===== src/rtl/core/cnest_pkg.sv =====
// Package for the conditional nesting tracker: stack sizing, directive,
// branch mark and error codes, and the packed input and result words.
// Depends on nothing; used by the tracker top level and its testbench.
package cnest_pkg;

  // Deepest nesting held on the branch mark stack (4 to 255).
  localparam int NEST_DEPTH = 128;
  // Stack pointer and false level counter widths (both can reach NEST_DEPTH).
  localparam int STACK_W = 8;
  // Address width of the branch mark memory.
  localparam int ADDR_W = $clog2(NEST_DEPTH);
  localparam int MARK_W = 2;
  localparam int LINE_W = 24;
  localparam int MLINE_W = 25;

  // Directive codes.
  typedef enum logic [2:0] {
    CMD_IF     = 3'd0,
    CMD_IFDEF  = 3'd1,
    CMD_IFNDEF = 3'd2,
    CMD_ELIF   = 3'd3,
    CMD_ELSE   = 3'd4,
    CMD_ENDIF  = 3'd5,
    CMD_OTHER  = 3'd6,
    CMD_EOF    = 3'd7
  } cmd_t;

  // Branch marks: never taken, already taken, taken.
  typedef enum logic [MARK_W-1:0] {
    MARK_U = 2'd0,
    MARK_N = 2'd1,
    MARK_D = 2'd2
  } mark_t;

  // Error codes.
  typedef enum logic [2:0] {
    ERR_NONE  = 3'd0,
    ERR_NAME  = 3'd1,
    ERR_ELIF  = 3'd2,
    ERR_ELSE  = 3'd3,
    ERR_ENDIF = 3'd4,
    ERR_OPEN  = 3'd5,
    ERR_OVER  = 3'd6
  } err_t;

  // One directive word.
  typedef struct packed {
    logic [2:0]        cmd;
    logic              cond;
    logic              name_ok;
    logic [LINE_W-1:0] line_number;
  } dir_word_t;

  // One result word.
  typedef struct packed {
    logic               active;
    logic               emit_newline;
    logic               emit_marker;
    logic [MLINE_W-1:0] marker_line;
    logic [2:0]         error_code;
  } res_word_t;

endpackage


===== src/rtl/core/cnest_ram.sv =====
// Generic single write port, single read port RAM with registered read data.
// Depends on nothing; holds the branch marks below the top of the stack.
module cnest_ram #(
  parameter int WIDTH = 2,
  parameter int DEPTH = 128
) (
  input  logic                     clk,
  input  logic                     wr_en,
  input  logic [$clog2(DEPTH)-1:0] wr_addr,
  input  logic [WIDTH-1:0]         wr_data,
  input  logic [$clog2(DEPTH)-1:0] rd_addr,
  output logic [WIDTH-1:0]         rd_data
);

  logic [WIDTH-1:0] mem [DEPTH];

  // Write port and registered read port; a read of the address being
  // written returns the old contents.
  always_ff @(posedge clk) begin
    if (wr_en) begin
      mem[wr_addr] <= wr_data;
    end
    rd_data <= mem[rd_addr];
  end

endmodule


===== src/rtl/core/conditional_nesting_tracker.sv =====
// Top level of the conditional nesting tracker: branch mark stack with the
// top mark in a register, the rest in cnest_ram, and a false level counter.
// Depends on cnest_pkg and cnest_ram.
//
//   Channel  Direction  Handshake            Word type
//   dir      in         dir_valid/dir_stall  cnest_pkg::dir_word_t
//   res      out        res_valid/res_stall  cnest_pkg::res_word_t
//
// One directive word is taken per cycle unless the input is stalled; its
// result word is registered when it is accepted. The top branch mark lives
// in a register and the mark below it is prefetched from the RAM read port,
// so pushes and pops follow each other without gaps. rst clears the stack
// pointer, the false level count and the result valid flag. The input is
// stalled only while a result word waits and the output is stalled.
module conditional_nesting_tracker (
  input  logic                 clk,
  input  logic                 rst,
  input  logic                 dir_valid,
  output logic                 dir_stall,
  input  cnest_pkg::dir_word_t dir_word,
  output logic                 res_valid,
  input  logic                 res_stall,
  output cnest_pkg::res_word_t res_word
);

  // Stack state.
  logic [cnest_pkg::STACK_W-1:0] stack_top, stack_top_next;
  logic [cnest_pkg::STACK_W-1:0] false_count, false_count_next;
  cnest_pkg::mark_t              top_mark, top_mark_next;
  // Forwarding of a mark written while the same address is being read.
  logic                          byp_valid;
  cnest_pkg::mark_t              byp_mark;

  logic                          accept;
  logic                          wr_en;
  logic [cnest_pkg::ADDR_W-1:0]  wr_addr;
  logic [cnest_pkg::ADDR_W-1:0]  rd_addr;
  logic [cnest_pkg::MARK_W-1:0]  rd_data;
  cnest_pkg::mark_t              below_mark;
  logic [cnest_pkg::STACK_W-1:0] upd_top, upd_false;
  cnest_pkg::mark_t              upd_mark;
  logic                          upd_push;
  logic [cnest_pkg::STACK_W-1:0] false_dec;
  logic                          is_full;
  logic                          is_empty;
  logic                          hit;
  cnest_pkg::res_word_t          res_calc;
  logic [cnest_pkg::MLINE_W-1:0] line_next;

  // Input is held off only while the result register is full and stalled.
  assign dir_stall = res_valid && res_stall;
  assign accept    = dir_valid && !dir_stall;

  assign below_mark = byp_valid ? byp_mark : cnest_pkg::mark_t'(rd_data);
  assign is_full    = (stack_top == cnest_pkg::STACK_W'(cnest_pkg::NEST_DEPTH));
  assign is_empty   = (stack_top == '0);
  assign false_dec  = (false_count != '0) ? false_count - 1'b1 : '0;
  assign line_next  = {1'b0, dir_word.line_number} + 1'b1;

  // Directive decode: next stack state and the result word.
  always_comb begin
    upd_top   = stack_top;
    upd_false = false_count;
    upd_mark  = top_mark;
    upd_push  = 1'b0;
    hit       = 1'b0;
    res_calc  = '0;
    res_calc.active     = (false_count == '0);
    res_calc.error_code = cnest_pkg::ERR_NONE;
    unique case (cnest_pkg::cmd_t'(dir_word.cmd))
      cnest_pkg::CMD_IF: begin
        if (is_full) begin
          res_calc.error_code = cnest_pkg::ERR_OVER;
        end else begin
          upd_push = 1'b1;
          if (res_calc.active && dir_word.cond) begin
            upd_mark = cnest_pkg::MARK_D;
            res_calc.emit_newline = 1'b1;
          end else begin
            upd_mark  = cnest_pkg::MARK_U;
            upd_false = false_count + 1'b1;
          end
        end
      end
      cnest_pkg::CMD_IFDEF, cnest_pkg::CMD_IFNDEF: begin
        hit = (dir_word.cmd == cnest_pkg::CMD_IFDEF) ? dir_word.cond : !dir_word.cond;
        if (is_full) begin
          res_calc.error_code = cnest_pkg::ERR_OVER;
        end else if (!dir_word.name_ok) begin
          upd_push = 1'b1;
          upd_mark = cnest_pkg::MARK_D;
          res_calc.error_code = cnest_pkg::ERR_NAME;
        end else begin
          upd_push = 1'b1;
          if (hit) begin
            upd_mark = cnest_pkg::MARK_D;
            res_calc.emit_newline = res_calc.active;
          end else begin
            upd_mark  = cnest_pkg::MARK_U;
            upd_false = false_count + 1'b1;
          end
        end
      end
      cnest_pkg::CMD_ELIF: begin
        if (is_empty) begin
          res_calc.error_code = cnest_pkg::ERR_ELIF;
        end else if (top_mark == cnest_pkg::MARK_U) begin
          if (false_count == cnest_pkg::STACK_W'(1) && dir_word.cond) begin
            upd_mark  = cnest_pkg::MARK_D;
            upd_false = '0;
            res_calc.emit_marker = 1'b1;
            res_calc.marker_line = {1'b0, dir_word.line_number};
          end
        end else if (top_mark != cnest_pkg::MARK_N) begin
          upd_mark  = cnest_pkg::MARK_N;
          upd_false = false_count + 1'b1;
          res_calc.emit_newline = 1'b1;
        end
      end
      cnest_pkg::CMD_ELSE: begin
        if (is_empty) begin
          res_calc.error_code = cnest_pkg::ERR_ELSE;
        end else if (top_mark == cnest_pkg::MARK_U) begin
          upd_mark  = cnest_pkg::MARK_D;
          upd_false = false_dec;
          if (false_dec == '0) begin
            res_calc.emit_marker = 1'b1;
            res_calc.marker_line = line_next;
          end
        end else if (top_mark != cnest_pkg::MARK_N) begin
          upd_mark  = cnest_pkg::MARK_U;
          upd_false = false_count + 1'b1;
        end
      end
      cnest_pkg::CMD_ENDIF: begin
        if (is_empty) begin
          res_calc.error_code = cnest_pkg::ERR_ENDIF;
        end else begin
          upd_top  = stack_top - 1'b1;
          upd_mark = below_mark;
          if (top_mark == cnest_pkg::MARK_U || top_mark == cnest_pkg::MARK_N) begin
            upd_false = false_dec;
            if (false_dec == '0) begin
              res_calc.emit_marker = 1'b1;
              res_calc.marker_line = line_next;
            end
          end else begin
            res_calc.emit_newline = 1'b1;
          end
        end
      end
      cnest_pkg::CMD_EOF: begin
        if (!is_empty) begin
          res_calc.error_code = cnest_pkg::ERR_OPEN;
        end
      end
      default: begin
      end
    endcase
    if (upd_push) begin
      upd_top = stack_top + 1'b1;
    end
  end

  // A push moves the old top mark into the memory below the new top.
  assign wr_en   = accept && upd_push && !is_empty;
  assign wr_addr = cnest_pkg::ADDR_W'(stack_top - 1'b1);

  // Gate the state update on acceptance.
  always_comb begin
    stack_top_next   = stack_top;
    false_count_next = false_count;
    top_mark_next    = top_mark;
    if (accept) begin
      stack_top_next   = upd_top;
      false_count_next = upd_false;
      top_mark_next    = upd_mark;
    end
  end

  // Keep the mark just below the next top ready on the read port.
  assign rd_addr = cnest_pkg::ADDR_W'(stack_top_next - 2'd2);

  cnest_ram #(
    .WIDTH(cnest_pkg::MARK_W),
    .DEPTH(cnest_pkg::NEST_DEPTH)
  ) u_mark_ram (
    .clk     (clk),
    .wr_en   (wr_en),
    .wr_addr (wr_addr),
    .wr_data (top_mark),
    .rd_addr (rd_addr),
    .rd_data (rd_data)
  );

  // Stack registers, forwarding register and result register.
  always_ff @(posedge clk) begin
    if (rst) begin
      stack_top   <= '0;
      false_count <= '0;
      byp_valid   <= 1'b0;
      res_valid   <= 1'b0;
    end else begin
      stack_top   <= stack_top_next;
      false_count <= false_count_next;
      byp_valid   <= wr_en;
      if (accept) begin
        res_valid <= 1'b1;
      end else if (!res_stall) begin
        res_valid <= 1'b0;
      end
    end
    top_mark <= top_mark_next;
    byp_mark <= top_mark;
    if (accept) begin
      res_word <= res_calc;
    end
  end

endmodule


===== config.mk =====
export PLATFORM = sky130hd
export DESIGN_NAME = conditional_nesting_tracker
export DESIGN_NICKNAME = d
export VERILOG_FILES = /design/src/rtl/core/cnest_pkg.sv /design/src/rtl/core/cnest_ram.sv /design/src/rtl/core/conditional_nesting_tracker.sv
export SDC_FILE = /design/constraint.sdc
export NUM_CORES = 1
export LEC_CHECK = 0
export ABC_AREA = 1
export BUFFER_PORTS_ARGS = -buffer_cell sky130_fd_sc_hd__buf_2
export CORE_MARGIN = 2
export CORE_UTILIZATION = 50
export CTS_BUF_LIST = sky130_fd_sc_hd__clkbuf_8 sky130_fd_sc_hd__clkbuf_16
export DETAILED_ROUTE_END_ITERATION = 16
export PLACE_DENSITY = 0.65
export SLEW_MARGIN = 15
export SYNTH_ARGS = -nofsm -noshare
export SYNTH_HDL_FRONTEND = slang
export SYNTH_HIERARCHICAL = 1
export SYNTH_SLANG_ARGS = --single-unit

===== constraint.sdc =====
create_clock -name clk -period 6.49 [get_ports clk]
set_input_delay 0.3245 -clock clk [delete_from_list [all_inputs] [get_ports clk]]
set_output_delay 0.3245 -clock clk [all_outputs]
set_load 0.01 [all_outputs]

* Word level (Yosys, flattened, before mapping)
Memories as Yosys holds them, arrays and structs flattened. A register that Yosys moved wholly into a read port is not among the register bits. Index checks and enable logic that the tools add are counted.
Word-level totals: memories 1, memory bits (writable) 256, word-level logic and storage cells 129, bits in registers 53, output and inout port bits 33
Memories:
- u_mark_ram.mem | depth 128, width 2, read ports 1, clocked after Yosys merged registers in 1, wr ports 1, line cnest_ram.sv:15 | logic [WIDTH-1:0] mem [DEPTH];
Cells by class: equal/unequal tests 23, $add $sub $neg 6, reductions and logical operators 21, muxes and demuxes 67
Operators with widths (count):
- two-way mux 26 bit | 6
- two-way mux 8 bit | 18
- case mux 26 bit (3 select lines) | 1
- two-way mux 27 bit | 2
- case mux 8 bit (5 select lines) | 1
- two-way mux 2 bit | 16
- adder 24 x 1 -> 25 bit, second input constant | 1
- zero test 8 bit | 3
- != test 2 bit, second input constant | 9
- case mux 3 bit (6 select lines) | 1
- adder 8 x 1 -> 8 bit, second input constant | 2
- two-way mux 1 bit | 16
- subtractor 8 x 1 -> 8 bit, second input constant | 2
- two-way mux 3 bit | 4
- AND reduction 12 bit | 1
- case mux 2 bit (5 select lines) | 1
- AND reduction 10 bit | 1
- == test 3 bit, second input constant | 3
- != test 3 bit, second input constant | 3
- == test 8 x 1 -> 1 bit, second input constant | 1
- == test 8 bit, second input constant | 1
- nonzero test 8 bit | 1
- subtractor 7 x 2 -> 7 bit, second input constant | 1
- == test 3 x 2 -> 1 bit, second input constant | 2
- other kinds (12) | 20

* Logic depth before layout (Yosys ltp)
Gate-level depths: netlist of the first run.
depth after elaboration 7, depth in mapped cells 25

* Hierarchy
Netlist of the first run, hierarchy kept.
Modules (own cells, without submodules):
- cnest_ram | times used 1, cells each 1041, area an instance 11095.6 µm², sequential area each 7727.4 µm²
- conditional_nesting_tracker | times used 1, cells each 616, area an instance 4154.0 µm², sequential area each 1391.3 µm²

* Worst setup path after synthesis of the first run
OpenSTA, ideal clock, no wires.
path type register to register, start reg res_valid, end reg u_mark_ram.rd_data[0] (read register of u_mark_ram.mem), data required time 6432 ps, setup time 58 ps, clock period less this slack 3513 ps, stages on the path, launching flop included 21, path slack 2977 ps, path buffers 3, arrival time 3455 ps, cells stage by stage dfxtp_1 > nand2_1 > inv_1 > nor2_1 > clkbuf_1 > nand2_1 > nand2_1 > o21ai_0 > inv_1 > ha_1 > inv_1 > clkbuf_1 > clkbuf_1 > nand3_1 > nand3_1 > nand2_1 > nand2_1 > nand3_1 > nand2_1 > nand2_1 > nand2_1
On the way: longest elaborated chain between the ends 5
RTL lines:
- start, declared | line conditional_nesting_tracker.sv:21 | output logic res_valid,
- start signal, assigned | line conditional_nesting_tracker.sv:202 | res_valid <= 1'b0;
- start signal, assigned | line conditional_nesting_tracker.sv:208 | res_valid <= 1'b1;
- start signal, assigned | line conditional_nesting_tracker.sv:210 | res_valid <= 1'b0;
- logical AND 1 bit | line conditional_nesting_tracker.sv:51 | assign dir_stall = res_valid && res_stall;
- named net dir_stall | line conditional_nesting_tracker.sv:19 | output logic dir_stall,
- zero test 1 bit | line conditional_nesting_tracker.sv:52 | assign accept = dir_valid && !dir_stall;
- logical AND 1 bit | line conditional_nesting_tracker.sv:52
- named net accept | line conditional_nesting_tracker.sv:34 | logic accept;
- two-way mux 8 bit | line conditional_nesting_tracker.sv:174 | if (accept) begin
- subtractor 7 x 2 -> 7 bit | line conditional_nesting_tracker.sv:182 | assign rd_addr = cnest_pkg::ADDR_W'(stack_top_next - 2'd2);
- named net rd_addr, one bit | line conditional_nesting_tracker.sv:37 | logic [cnest_pkg::ADDR_W-1:0] rd_addr;
- end, declared | line cnest_ram.sv:12 | output logic [WIDTH-1:0] rd_data
The timed path passes the listed nets, and every way through them passes these cells. A chain may end at the register's enable or synchronous reset.

* Final worst setup path of the first run
start reg stack_top[0] (netlist name), end reg u_mark_ram.rd_data[0] (read register of u_mark_ram.mem)
On the way: longest elaborated chain between the ends 6, elaborated cells on any way between the ends 11, those cells by class 3 x add/sub; 1 x eq/ne; 6 x mux; 1 x reduce/logical
RTL lines:
- start, declared | line conditional_nesting_tracker.sv:27 | logic [cnest_pkg::STACK_W-1:0] stack_top, stack_top_next;
- start signal, assigned | line conditional_nesting_tracker.sv:204 | stack_top <= stack_top_next;
- subtractor 8 x 1 -> 8 bit
- named net wr_addr, one bit | line conditional_nesting_tracker.sv:36 | logic [cnest_pkg::ADDR_W-1:0] wr_addr;
- two-way mux 8 bit | line conditional_nesting_tracker.sv:136 | if (is_empty) begin
- two-way mux 8 bit | line conditional_nesting_tracker.sv:70 | unique case (cnest_pkg::cmd_t'(dir_word.cmd))
- two-way mux 8 bit | line conditional_nesting_tracker.sv:160 | if (upd_push) begin
- two-way mux 8 bit | line conditional_nesting_tracker.sv:174
- subtractor 7 x 2 -> 7 bit | line conditional_nesting_tracker.sv:182
- named net rd_addr, one bit | line conditional_nesting_tracker.sv:37
The timed path passes the listed nets, and every way through them passes these cells.

==> flow_summary.toml, run 1 <==
[clock_network]
path_clk_slew_ns = 0.06
holdBufCountCts = 0
clock-sinks = 311
root_buffer = "clkbuf_16"
cts_tree = "built"
cts_setup_buffers = 0
numCtsBuffers = 36
ctsHtreeMaxLevel = 2
clock_path_buffers = 3
insertion_delay_ns = 0.52
cts_resized = 0

[global_routing]
grt_max_degree = 109
antenna_found_initial = 0
first_global_vias = 11600
grt_pass1_wl_um = 62600
grt_usage_pct = 25.4
grt_overflow = 0

[synthesis]
synth_top_area_cell = "edfxtp_1"
syn_area_mm2 = 0.0152
yosysUniqueCellTypes = 44
synth_common_cells = "nand2_1, nand3_1, edfxtp_1, nor2_1, inv_1"
syn_avg_cell_area_um2 = 9.20
ys.flop_type = "edfxtp_1"
synth_edf_count = 289
netlist_top_cells_area = "edfxtp_1, nand2_1, nand3_1"
yosysTopAreaCellShare_pct = 56.9
yosysMostFrequentCell = "nand2_1"
ys_seq_area_share_pct = 59.8
synth-seq-cells = 311
synth_nets = 1698
ys_warn_count = 6
synthArstFlopShare_pct = 0
netlist_instances = 1657

[pwr]
p_leak_nw = 6.52
power_frac_comb_pct = 18.8
pwr-share-seq_pct = 43.7
p_per_area_mw_per_mm2 = 308
switching_share_pct = 29.6
vdd_drop_max_mv = 0.204
clkPwrFrac_pct = 37.6
p_total_mw = 5.20
p_int_mw = 3.66
power.switching_mw = 1.54

[sta]
finalCritPeriodShare_pct = 76.7
fmax_ghz = 0.201
worstMarginPinSlew_ns = 1.17
finalClockSkew_ns = 0.0185
hold_violations = 0
finalSetupViolations = 0
tns_ns = 0
min_period_ns = 4.98
finalHoldWorstSlack_ns = 0.0840
slew_viol_final = 0
rsz0062_at_grt = "false"
relSlewSlack_pct = 21.7

[finish]
fin_util_pct = 56.5
drive_above_1_share_pct = 10.3
final_nets = 1740
n_antenna_cell = 0
design_area_mm2 = 0.0169
area.growth.synth_to_final_pct = 10.8

[worst_setup_path]
arrival_ns = 5.38
crit_family = "buffers and inverters"
crit_buf_inv = 3
cp_max_fo = 81
slowest_stage = "clkinv_2"
path_class = "flop to flop"
startpoint_type = "flop"
crit_top_cell = "nand2_1"
crit_chain = "inv_1 -> ha_1 -> nand2_1 -> nor2_4 -> nor2_1 -> nand2_1 -> nand2_1 -> xor2_4 -> clkinv_2 -> buf_4 -> nand2_1 -> nand3_1 -> nand3_1 -> nand3_1 -> nand2_1 -> nand2_1 -> nand3_1 -> nand2_1 -> nand2_1 -> nand2_1"
worstPathRequired_ns = 6.89
critical_path.max_stage_delay_ns = 1.04
end_kind = "flop"

[placed_design]
dp_hpwl_um = 24800
postPlaceCellArea_mm2 = 0.0158
gp_congestion = 0.933
numPortBuffers = 65

[floorplanning]
io_pins = 66
start_util_pct = 51.0
fp-row-count = 63
die_x_um = 179
die_y_um = 179
dieArea_mm2 = 0.0319
coreArea_mm2 = 0.0299

[route]
vias = 12100
ant_nets = 0
first_pass_iters = 5
wl_per_cell_um = 18.8
viasPerCell = 5.71
drc_errors = 0
drt-initial-drc-count = 1140
drt_wl_total_um = 39800

[worst_hold_path]
holdCritPathClass = "primary input to flop"

[outcome]
status = "complete, no violations"

[run]
cap_viol_max_count = 0
metal layers:
metal	GRT usage [%]	wire [um]	vias to the layer above	share of wire, %
met4	7.69	946	0	2.4
met3	3.58	3190	78	8.0
li1	-	-	5729	-
met5	0	0	-	0
met1	35.8	17100	5758	43
met2	41.0	18500	516	47
final timing paths:
check | from | to | slack, ns | cells after the start
hold / removal | res_stall | res_valid | 0.08 | 3
setup reg to reg | stack_top[0] | u_mark_ram/rd_data[0] | 1.51 | 20
hold reg to reg | res_valid | res_valid | 0.48 | 2
setup / recovery | stack_top[0] | u_mark_ram/rd_data[0] | 1.51 | 20
worst reg2reg max path, stage by stage, from the launching register on:
cell	delay (ns)
dfxtp_1	0.49
inv_1	0.26
ha_1	0.28
nand2_1	0.11
nor2_4	0.07
nor2_1	0.26
nand2_1	0.08
nand2_1	0.21
xor2_4	0.53
clkinv_2	1.05
buf_4	0.69
nand2_1	0.14
nand3_1	0.08
nand3_1	0.13
nand3_1	0.10
nand2_1	0.08
nand2_1	0.05
nand3_1	0.09
nand2_1	0.06
nand2_1	0.05
nand2_1	0.05
power groups by stage:
stage / sequential, mW / clock [mW] / combinational, mW
after floorplan: 2.33 / 0 / 0.670
after global placement: 2.31 / 0 / 0.949
after detailed placement: 2.31 / 0 / 0.962
after CTS: 2.27 / 1.98 / 0.966
after global routing: 2.27 / 2.06 / 1.08
final: 2.27 / 1.95 / 0.976
layout by cell type, fill, tap and decap left out, drive strengths merged, types with 2 or more instances in the layout:
master    count
clkinvlp      2
buf          77
bufinv        3
xnor2         3
clkbuf       37
clkinv       15
nand3       296
nand4        21
mux2i         2
nand2       508
ha            8
inv         111
a21oi        32
xor2         13
o22ai         4
nor2        210
nor4          3
nor3         23
dfxtp        22
o21ai        32
o2111ai       2
o211ai        3
o21bai        2
edfxtp      289
logic make-up (layout without fill, tap and decap cells):
family	Yosys count	count (layout)	share of synthesized area, %
buf+inv	176	245	5.35
mux	2	2	0.131
xor+xnor	16	16	0.919
simple gates	1064	1064	30.2
fa+ha+maj	8	8	0.656
flops	311	311	59.8
compound gates	80	80	2.90
state kept, by name, indices dropped and copies added (netlist names):
signal              flops
byp_valid               1
false_count             8
u_mark_ram/mem        256
top_mark                2
res_valid               1
res_word               31
byp_mark                2
stack_top               8
u_mark_ram/rd_data      2
layout make-up:
cell class              instances  area (um2)
clock inverters                28         216
inverters                     103         388
repair buffers                 77         415
fillers                      2637       13000
clock buffers                  37         926
multi-input cells            1170        5340
well taps                     390         488
flip-flops and latches        311        9120
metrics by stage:
step           std cells  worst slack [ns]
5_1_grt             2116              1.02
2_1_floorplan       1657              2.98
4_1_cts             2116              1.54
6_report            2116              1.51
3_3_place_gp        2051              1.80
3_5_place_dp        2051              1.60
(Power assumes the default switching activity.)
==> run 2, diff against run 1 <==
PLACE_DENSITY = 0.67   (was 0.65)
clock period = 4.3 ns   (was 6.49 ns; I/O delays follow)
==> flow_summary.toml, run 2 (synthesis results as in run 1) <==
[floorplanning]
die_y_um = 179
die_x_um = 179
dieArea_mm2 = 0.0319
start_util_pct = 51.0
fp-row-count = 63
io_pins = 66
coreArea_mm2 = 0.0299

[sta]
relSlewSlack_pct = 23.3
finalClockSkew_ns = 0.0178
min_period_ns = 3.89
fmax_ghz = 0.257
finalCritPeriodShare_pct = 90.4
rsz0062_at_grt = "false"
tns_ns = 0
finalHoldWorstSlack_ns = 0.00801
worstMarginPinSlew_ns = 1.15
finalSetupViolations = 0
hold_violations = 0
fin_ws_ns = 0.412
slew_viol_final = 0

[pwr]
p_total_mw = 7.75
p_per_area_mw_per_mm2 = 456
vdd_drop_max_mv = 0.304
p_leak_nw = 6.59

[worst_setup_path]
arrival_ns = 4.31
startpoint_type = "flop"
r2r-end = "u_mark_ram/rd_data[1]"
cp_max_fo = 40
worstPathRequired_ns = 4.73
r2r_cells = 20
end_kind = "flop"
path_class = "flop to flop"
rrSetupSlack_ns = 0.41
reg2reg_from = "stack_top[0]"

[clock_network]
numCtsBuffers = 34
insertion_delay_ns = 0.52
root_buffer = "clkbuf_16"
cts_tree = "built"
cts_setup_buffers = 0
clock_path_buffers = 3
clock-sinks = 311
path_clk_slew_ns = 0.06
ctsHtreeMaxLevel = 2

[route]
viasPerCell = 5.67
first_pass_iters = 6
drt-initial-drc-count = 1241
ant_nets = 0
drt_wl_total_um = 38900
vias = 12100
wl_per_cell_um = 18.3
drc_errors = 0

[global_routing]
antenna_found_initial = 0
grt_overflow = 0
first_global_vias = 11400
grt_pass1_wl_um = 60400
grt_max_degree = 130
grt_usage_pct = 24.5

[placed_design]
dp_worst_setup_slack_ns = 0.554
postPlaceCellArea_mm2 = 0.0159
gp_congestion = 0.979
place_inst = 2065
dp_hpwl_um = 25100
numPortBuffers = 65

[outcome]
status = "complete, no violations"

[finish]
design_area_mm2 = 0.0170
fin_util_pct = 56.9
top_register = "u_mark_ram/mem"
drive_above_1_share_pct = 10.7
seqCellArea_mm2 = 0.00912
fin_cells = 2128
final_nets = 1753
nFillCells = 2633
area.growth.synth_to_final_pct = 11.6
layout_commonest_cell = "nand2_1"
multi_input_area_mm2 = 0.00534
top_regs = "u_mark_ram/mem (256), res_word (31)"
largest_reg_flops = 256
n_antenna_cell = 0
final_cell_mix = "nand2_1, nand3_1, edfxtp_1"

[worst_hold_path]
holdCritPathClass = "primary input to flop"
hold_path_end = "res_valid"
worst_hold_path.num_cells = 3
hp-start = "dir_valid"

[run]
cap_viol_max_count = 0
-- run 2: cell count changes in the layout (fill, tap and decap cells not counted), moves of 2 or more --
cell        change
clkinv_2        -2
buf_12          +5
clkbuf_8        +2
clkinvlp_4      -2
inv_1           +3
buf_4           +9
clkbuf_16       -2
-- run 2: repair_timing --
action,in CTS,in global routing
hold endpoints to repair,1,0
hold buffers,1,0
gates resized for setup,0,0
setup endpoints to repair,0,0
-- run 2: report_power, final --
group / switching, mW / total, mW / internal, mW
sequential: 0.0427 / 3.43 / 3.39
combinational: 1.07 / 1.50 / 0.428
clock: 1.18 / 2.82 / 1.64
-- run 2: worst max path at each step --
| stage | from | to | slack (ns) | cells past startpoint |
|---|---|---|---|---|
| finish | stack_top[0] | u_mark_ram/rd_data[1] | 0.41 | 20 |
| CTS | stack_top[0] | u_mark_ram/rd_data[1] | 0.49 | 20 |
| floorplan | res_valid | u_mark_ram/rd_data[0] | 0.79 | 20 |
| detailed placement | stack_top[0] | u_mark_ram/rd_data[1] | 0.55 | 20 |
| global route | stack_top[0] | u_mark_ram/rd_data[1] | 0.17 | 20 |
| global placement | stack_top[0] | u_mark_ram/rd_data[0] | 0.66 | 20 |
-- run 2: area by class of cell --
cell class / count / area share, %
clock buffers: 37 / 5.31
clock inverters: 25 / 1.06
inverters: 103 / 2.28
multi-input cells: 1170 / 31.4
flip-flops and latches: 311 / 53.6
well taps: 390 / 2.87
repair buffers: 92 / 3.49
-- run 2: worst max-delay path, cell delays in order, from the launching register on --
cell,delay [ns]
dfxtp_1,0.48
inv_1,0.24
ha_1,0.28
nand2_1,0.11
nor2_4,0.07
nor2_1,0.27
nand2_1,0.09
nand2_1,0.24
xor2_4,0.22
clkinv_2,0.48
buf_12,0.37
nand2_1,0.09
nand3_1,0.07
nand3_1,0.10
nand3_1,0.10
nand2_1,0.21
nand2_1,0.08
nand3_1,0.09
nand2_1,0.06
nand2_1,0.05
nand2_1,0.05
-- run 2: metal layers --
metal | wire length (um) | share of wire [%] | track usage, % | vias to the layer above
met5 | 0 | 0 | 0 | -
met4 | 895 | 2.3 | 7.35 | 0
met3 | 2670 | 6.8 | 3.62 | 68
met2 | 18500 | 47 | 40.1 | 463
met1 | 16900 | 43 | 34.0 | 5780
li1 | - | - | - | 5749
==> run 3, diff against run 2 <==
ABC_AREA = not set   (was 1)
BUFFER_PORTS_ARGS = not set   (was -buffer_cell sky130_fd_sc_hd__buf_2)
DONT_BUFFER_PORTS = 1   (was not set)
PLACE_DENSITY = 0.66   (was 0.67)
==> flow_summary.toml, run 3 <==
[sta]
worstMarginPinSlew_ns = 1.20
finalCritPeriodShare_pct = 95.4
rsz0062_at_grt = "false"
finalHoldWorstSlack_ns = 0.0113
finalClockSkew_ns = 0.0165
tns_ns = 0
min_period_ns = 4.10
hold_violations = 0
relSlewSlack_pct = 19.8
slew_viol_final = 0
fmax_ghz = 0.244
fin_ws_ns = 0.198
finalSetupViolations = 0

[synthesis]
synth.area.mux_share_pct = 12.0
syn_avg_cell_area_um2 = 13.3
ys_warn_count = 6
synth-seq-cells = 311
synth-simple-area-share_pct = 13.9
synthArstFlopShare_pct = 0
synth_nets = 1121
syn_area_mm2 = 0.0144
synth_top_area_cell = "edfxtp_1"
synth_top_family_by_area = "simple AND/OR/NAND/NOR gates"
ys.flop_type = "edfxtp_1"
netlist_instances = 1080
synth_common_cells = "edfxtp_1, nor2_1, nand2_1, mux4_2, nand3_1"
netlist_top_cells_area = "edfxtp_1, mux4_2, nor2_1"
yosysUniqueCellTypes = 67
ys_seq_area_share_pct = 63.3
synth_compound_area_share_pct = 6.74
synth_fa_ha_area_share_pct = 0.695
synth_xor_xnor_area_share_pct = 0.851
yosysMostFrequentCell = "edfxtp_1"
yosysTopAreaCellShare_pct = 60.2
synth_edf_count = 289

[finish]
drive_above_1_share_pct = 14.4
fin_util_pct = 57.1
layout_commonest_cell = "edfxtp_1"
area.growth.synth_to_final_pct = 13.2
top_register = "u_mark_ram/mem"
final_nets = 1163
largest_reg_flops = 256
design_area_mm2 = 0.0163
top_regs = "u_mark_ram/mem (256), res_word (31)"
n_antenna_cell = 0
fin_cells = 1530
final_cell_mix = "edfxtp_1, nor2_1, nand2_1"

[outcome]
status = "complete, no violations"

[clock_network]
clock-sinks = 311
path_clk_slew_ns = 0.06
root_buffer = "clkbuf_16"
clock_path_buffers = 3
insertion_delay_ns = 0.51
numCtsBuffers = 34
ctsHtreeMaxLevel = 2
cts_tree = "built"

[worst_hold_path]
holdCritPathClass = "primary input to flop"
hp-start = "dir_word[12]"

[run]
cap_viol_max_count = 0

[route]
wl_per_cell_um = 22.0
first_pass_iters = 5
drc_errors = 0
viasPerCell = 6.10
ant_nets = 0
vias = 9328
drt_wl_total_um = 33600
drt-initial-drc-count = 894

[placed_design]
gp_congestion = 0.876
dp_hpwl_um = 21300
numPortBuffers = 0
dp_worst_setup_slack_ns = 0.0916
place_inst = 1439
postPlaceCellArea_mm2 = 0.0149

[pwr]
vdd_drop_max_mv = 0.463
p_leak_nw = 5.29
p_total_mw = 7.35
p_per_area_mw_per_mm2 = 451

[worst_setup_path]
reg2reg_from = "stack_top[2]"
end_kind = "flop"
rrSetupSlack_ns = 0.20
path_class = "flop to flop"
cp_max_fo = 24
setup.worst_path.start = "stack_top[2]"
worstPathRequired_ns = 4.68
startpoint_type = "flop"
arrival_ns = 4.48

[floorplanning]
io_pins = 66
fp-row-count = 62
start_util_pct = 50.5
dieArea_mm2 = 0.0302
coreArea_mm2 = 0.0285
die_x_um = 174
die_y_um = 174

[global_routing]
grt_usage_pct = 22.5
grt_overflow = 0
grt_max_degree = 72
first_global_vias = 9207
grt_pass1_wl_um = 52600
antenna_found_initial = 0
[run 3: changes by cell type after synthesis, sizes merged, moves of 13 or more]
cell / before / now
nor2b: 0 / 19
clkbuf: 21 / 39
nand3: 296 / 51
nand2: 508 / 62
inv: 103 / 16
mux4: 0 / 56
buf: 52 / 27
mux2i: 2 / 36
nor2: 210 / 178
nand2b: 0 / 13
a22oi: 1 / 24
or3: 0 / 13
[run 3: layout make-up]
| type | count | area [um2] |
|---|---|---|
| clock buffers | 35 | 865 |
| inverters | 16 | 62.6 |
| well taps | 384 | 480 |
| fillers | 2290 | 12200 |
| repair buffers | 72 | 643 |
| multi-input cells | 687 | 4950 |
| clock inverters | 25 | 189 |
| flip-flops and latches | 311 | 9120 |
[run 3: report_power, final]
part           internal (mW)  leakage, nW  switching, mW
combinational          0.506         1.93          0.704
clock                   1.59        0.542           1.14
sequential              3.38         2.82         0.0386
total                   5.47         5.29           1.88
[run 3: path summary, 6_finish.rpt]
check	cells past startpoint	to
worst max-delay path	13	u_mark_ram/rd_data[0]
worst min-delay path	1	res_word[15]
worst max register to register	13	u_mark_ram/rd_data[0]
worst min register to register	2	false_count[6]
[run 3: layer usage]
layer  wire length [um]  GRT usage (%)  vias up
met5                  0              0        -
met4                732           6.20        0
met3               1960           3.53       57
met2              16600           37.4      359
met1              14400           30.9     4679
li1                   -              -     4233
[run 3: worst max-delay path, stage by stage (launching register included)]
cell and delay [ns]:
dfxtp_1 0.31, or4_4 0.56, nor4b_4 0.25, buf_4 0.23, nor4bb_1 0.08, nor3_2 0.22, ha_1 0.30, inv_4 0.26
buf_12 0.23, mux4_2 0.31, mux4_2 0.48, o22ai_1 0.19, nor3_1 0.07, or4_1 0.46
[run 3: kinds of logic after synthesis]
kind of cell / count (synthesis)
buffers and inverters: 82
AO/OA/AOI/OAI: 146
XOR/XNOR: 14
flip-flops: 311
multiplexers: 100
adder cells (fa/ha/maj): 8
AND/OR/NAND/NOR: 419
[run 3: timing repair]
action / in CTS / in global routing
hold buffers: 31 / 0
hold endpoints to repair: 44 / 0
setup endpoints to repair: 0 / 2
setup buffers: 0 / 0
resized for setup: 0 / 2
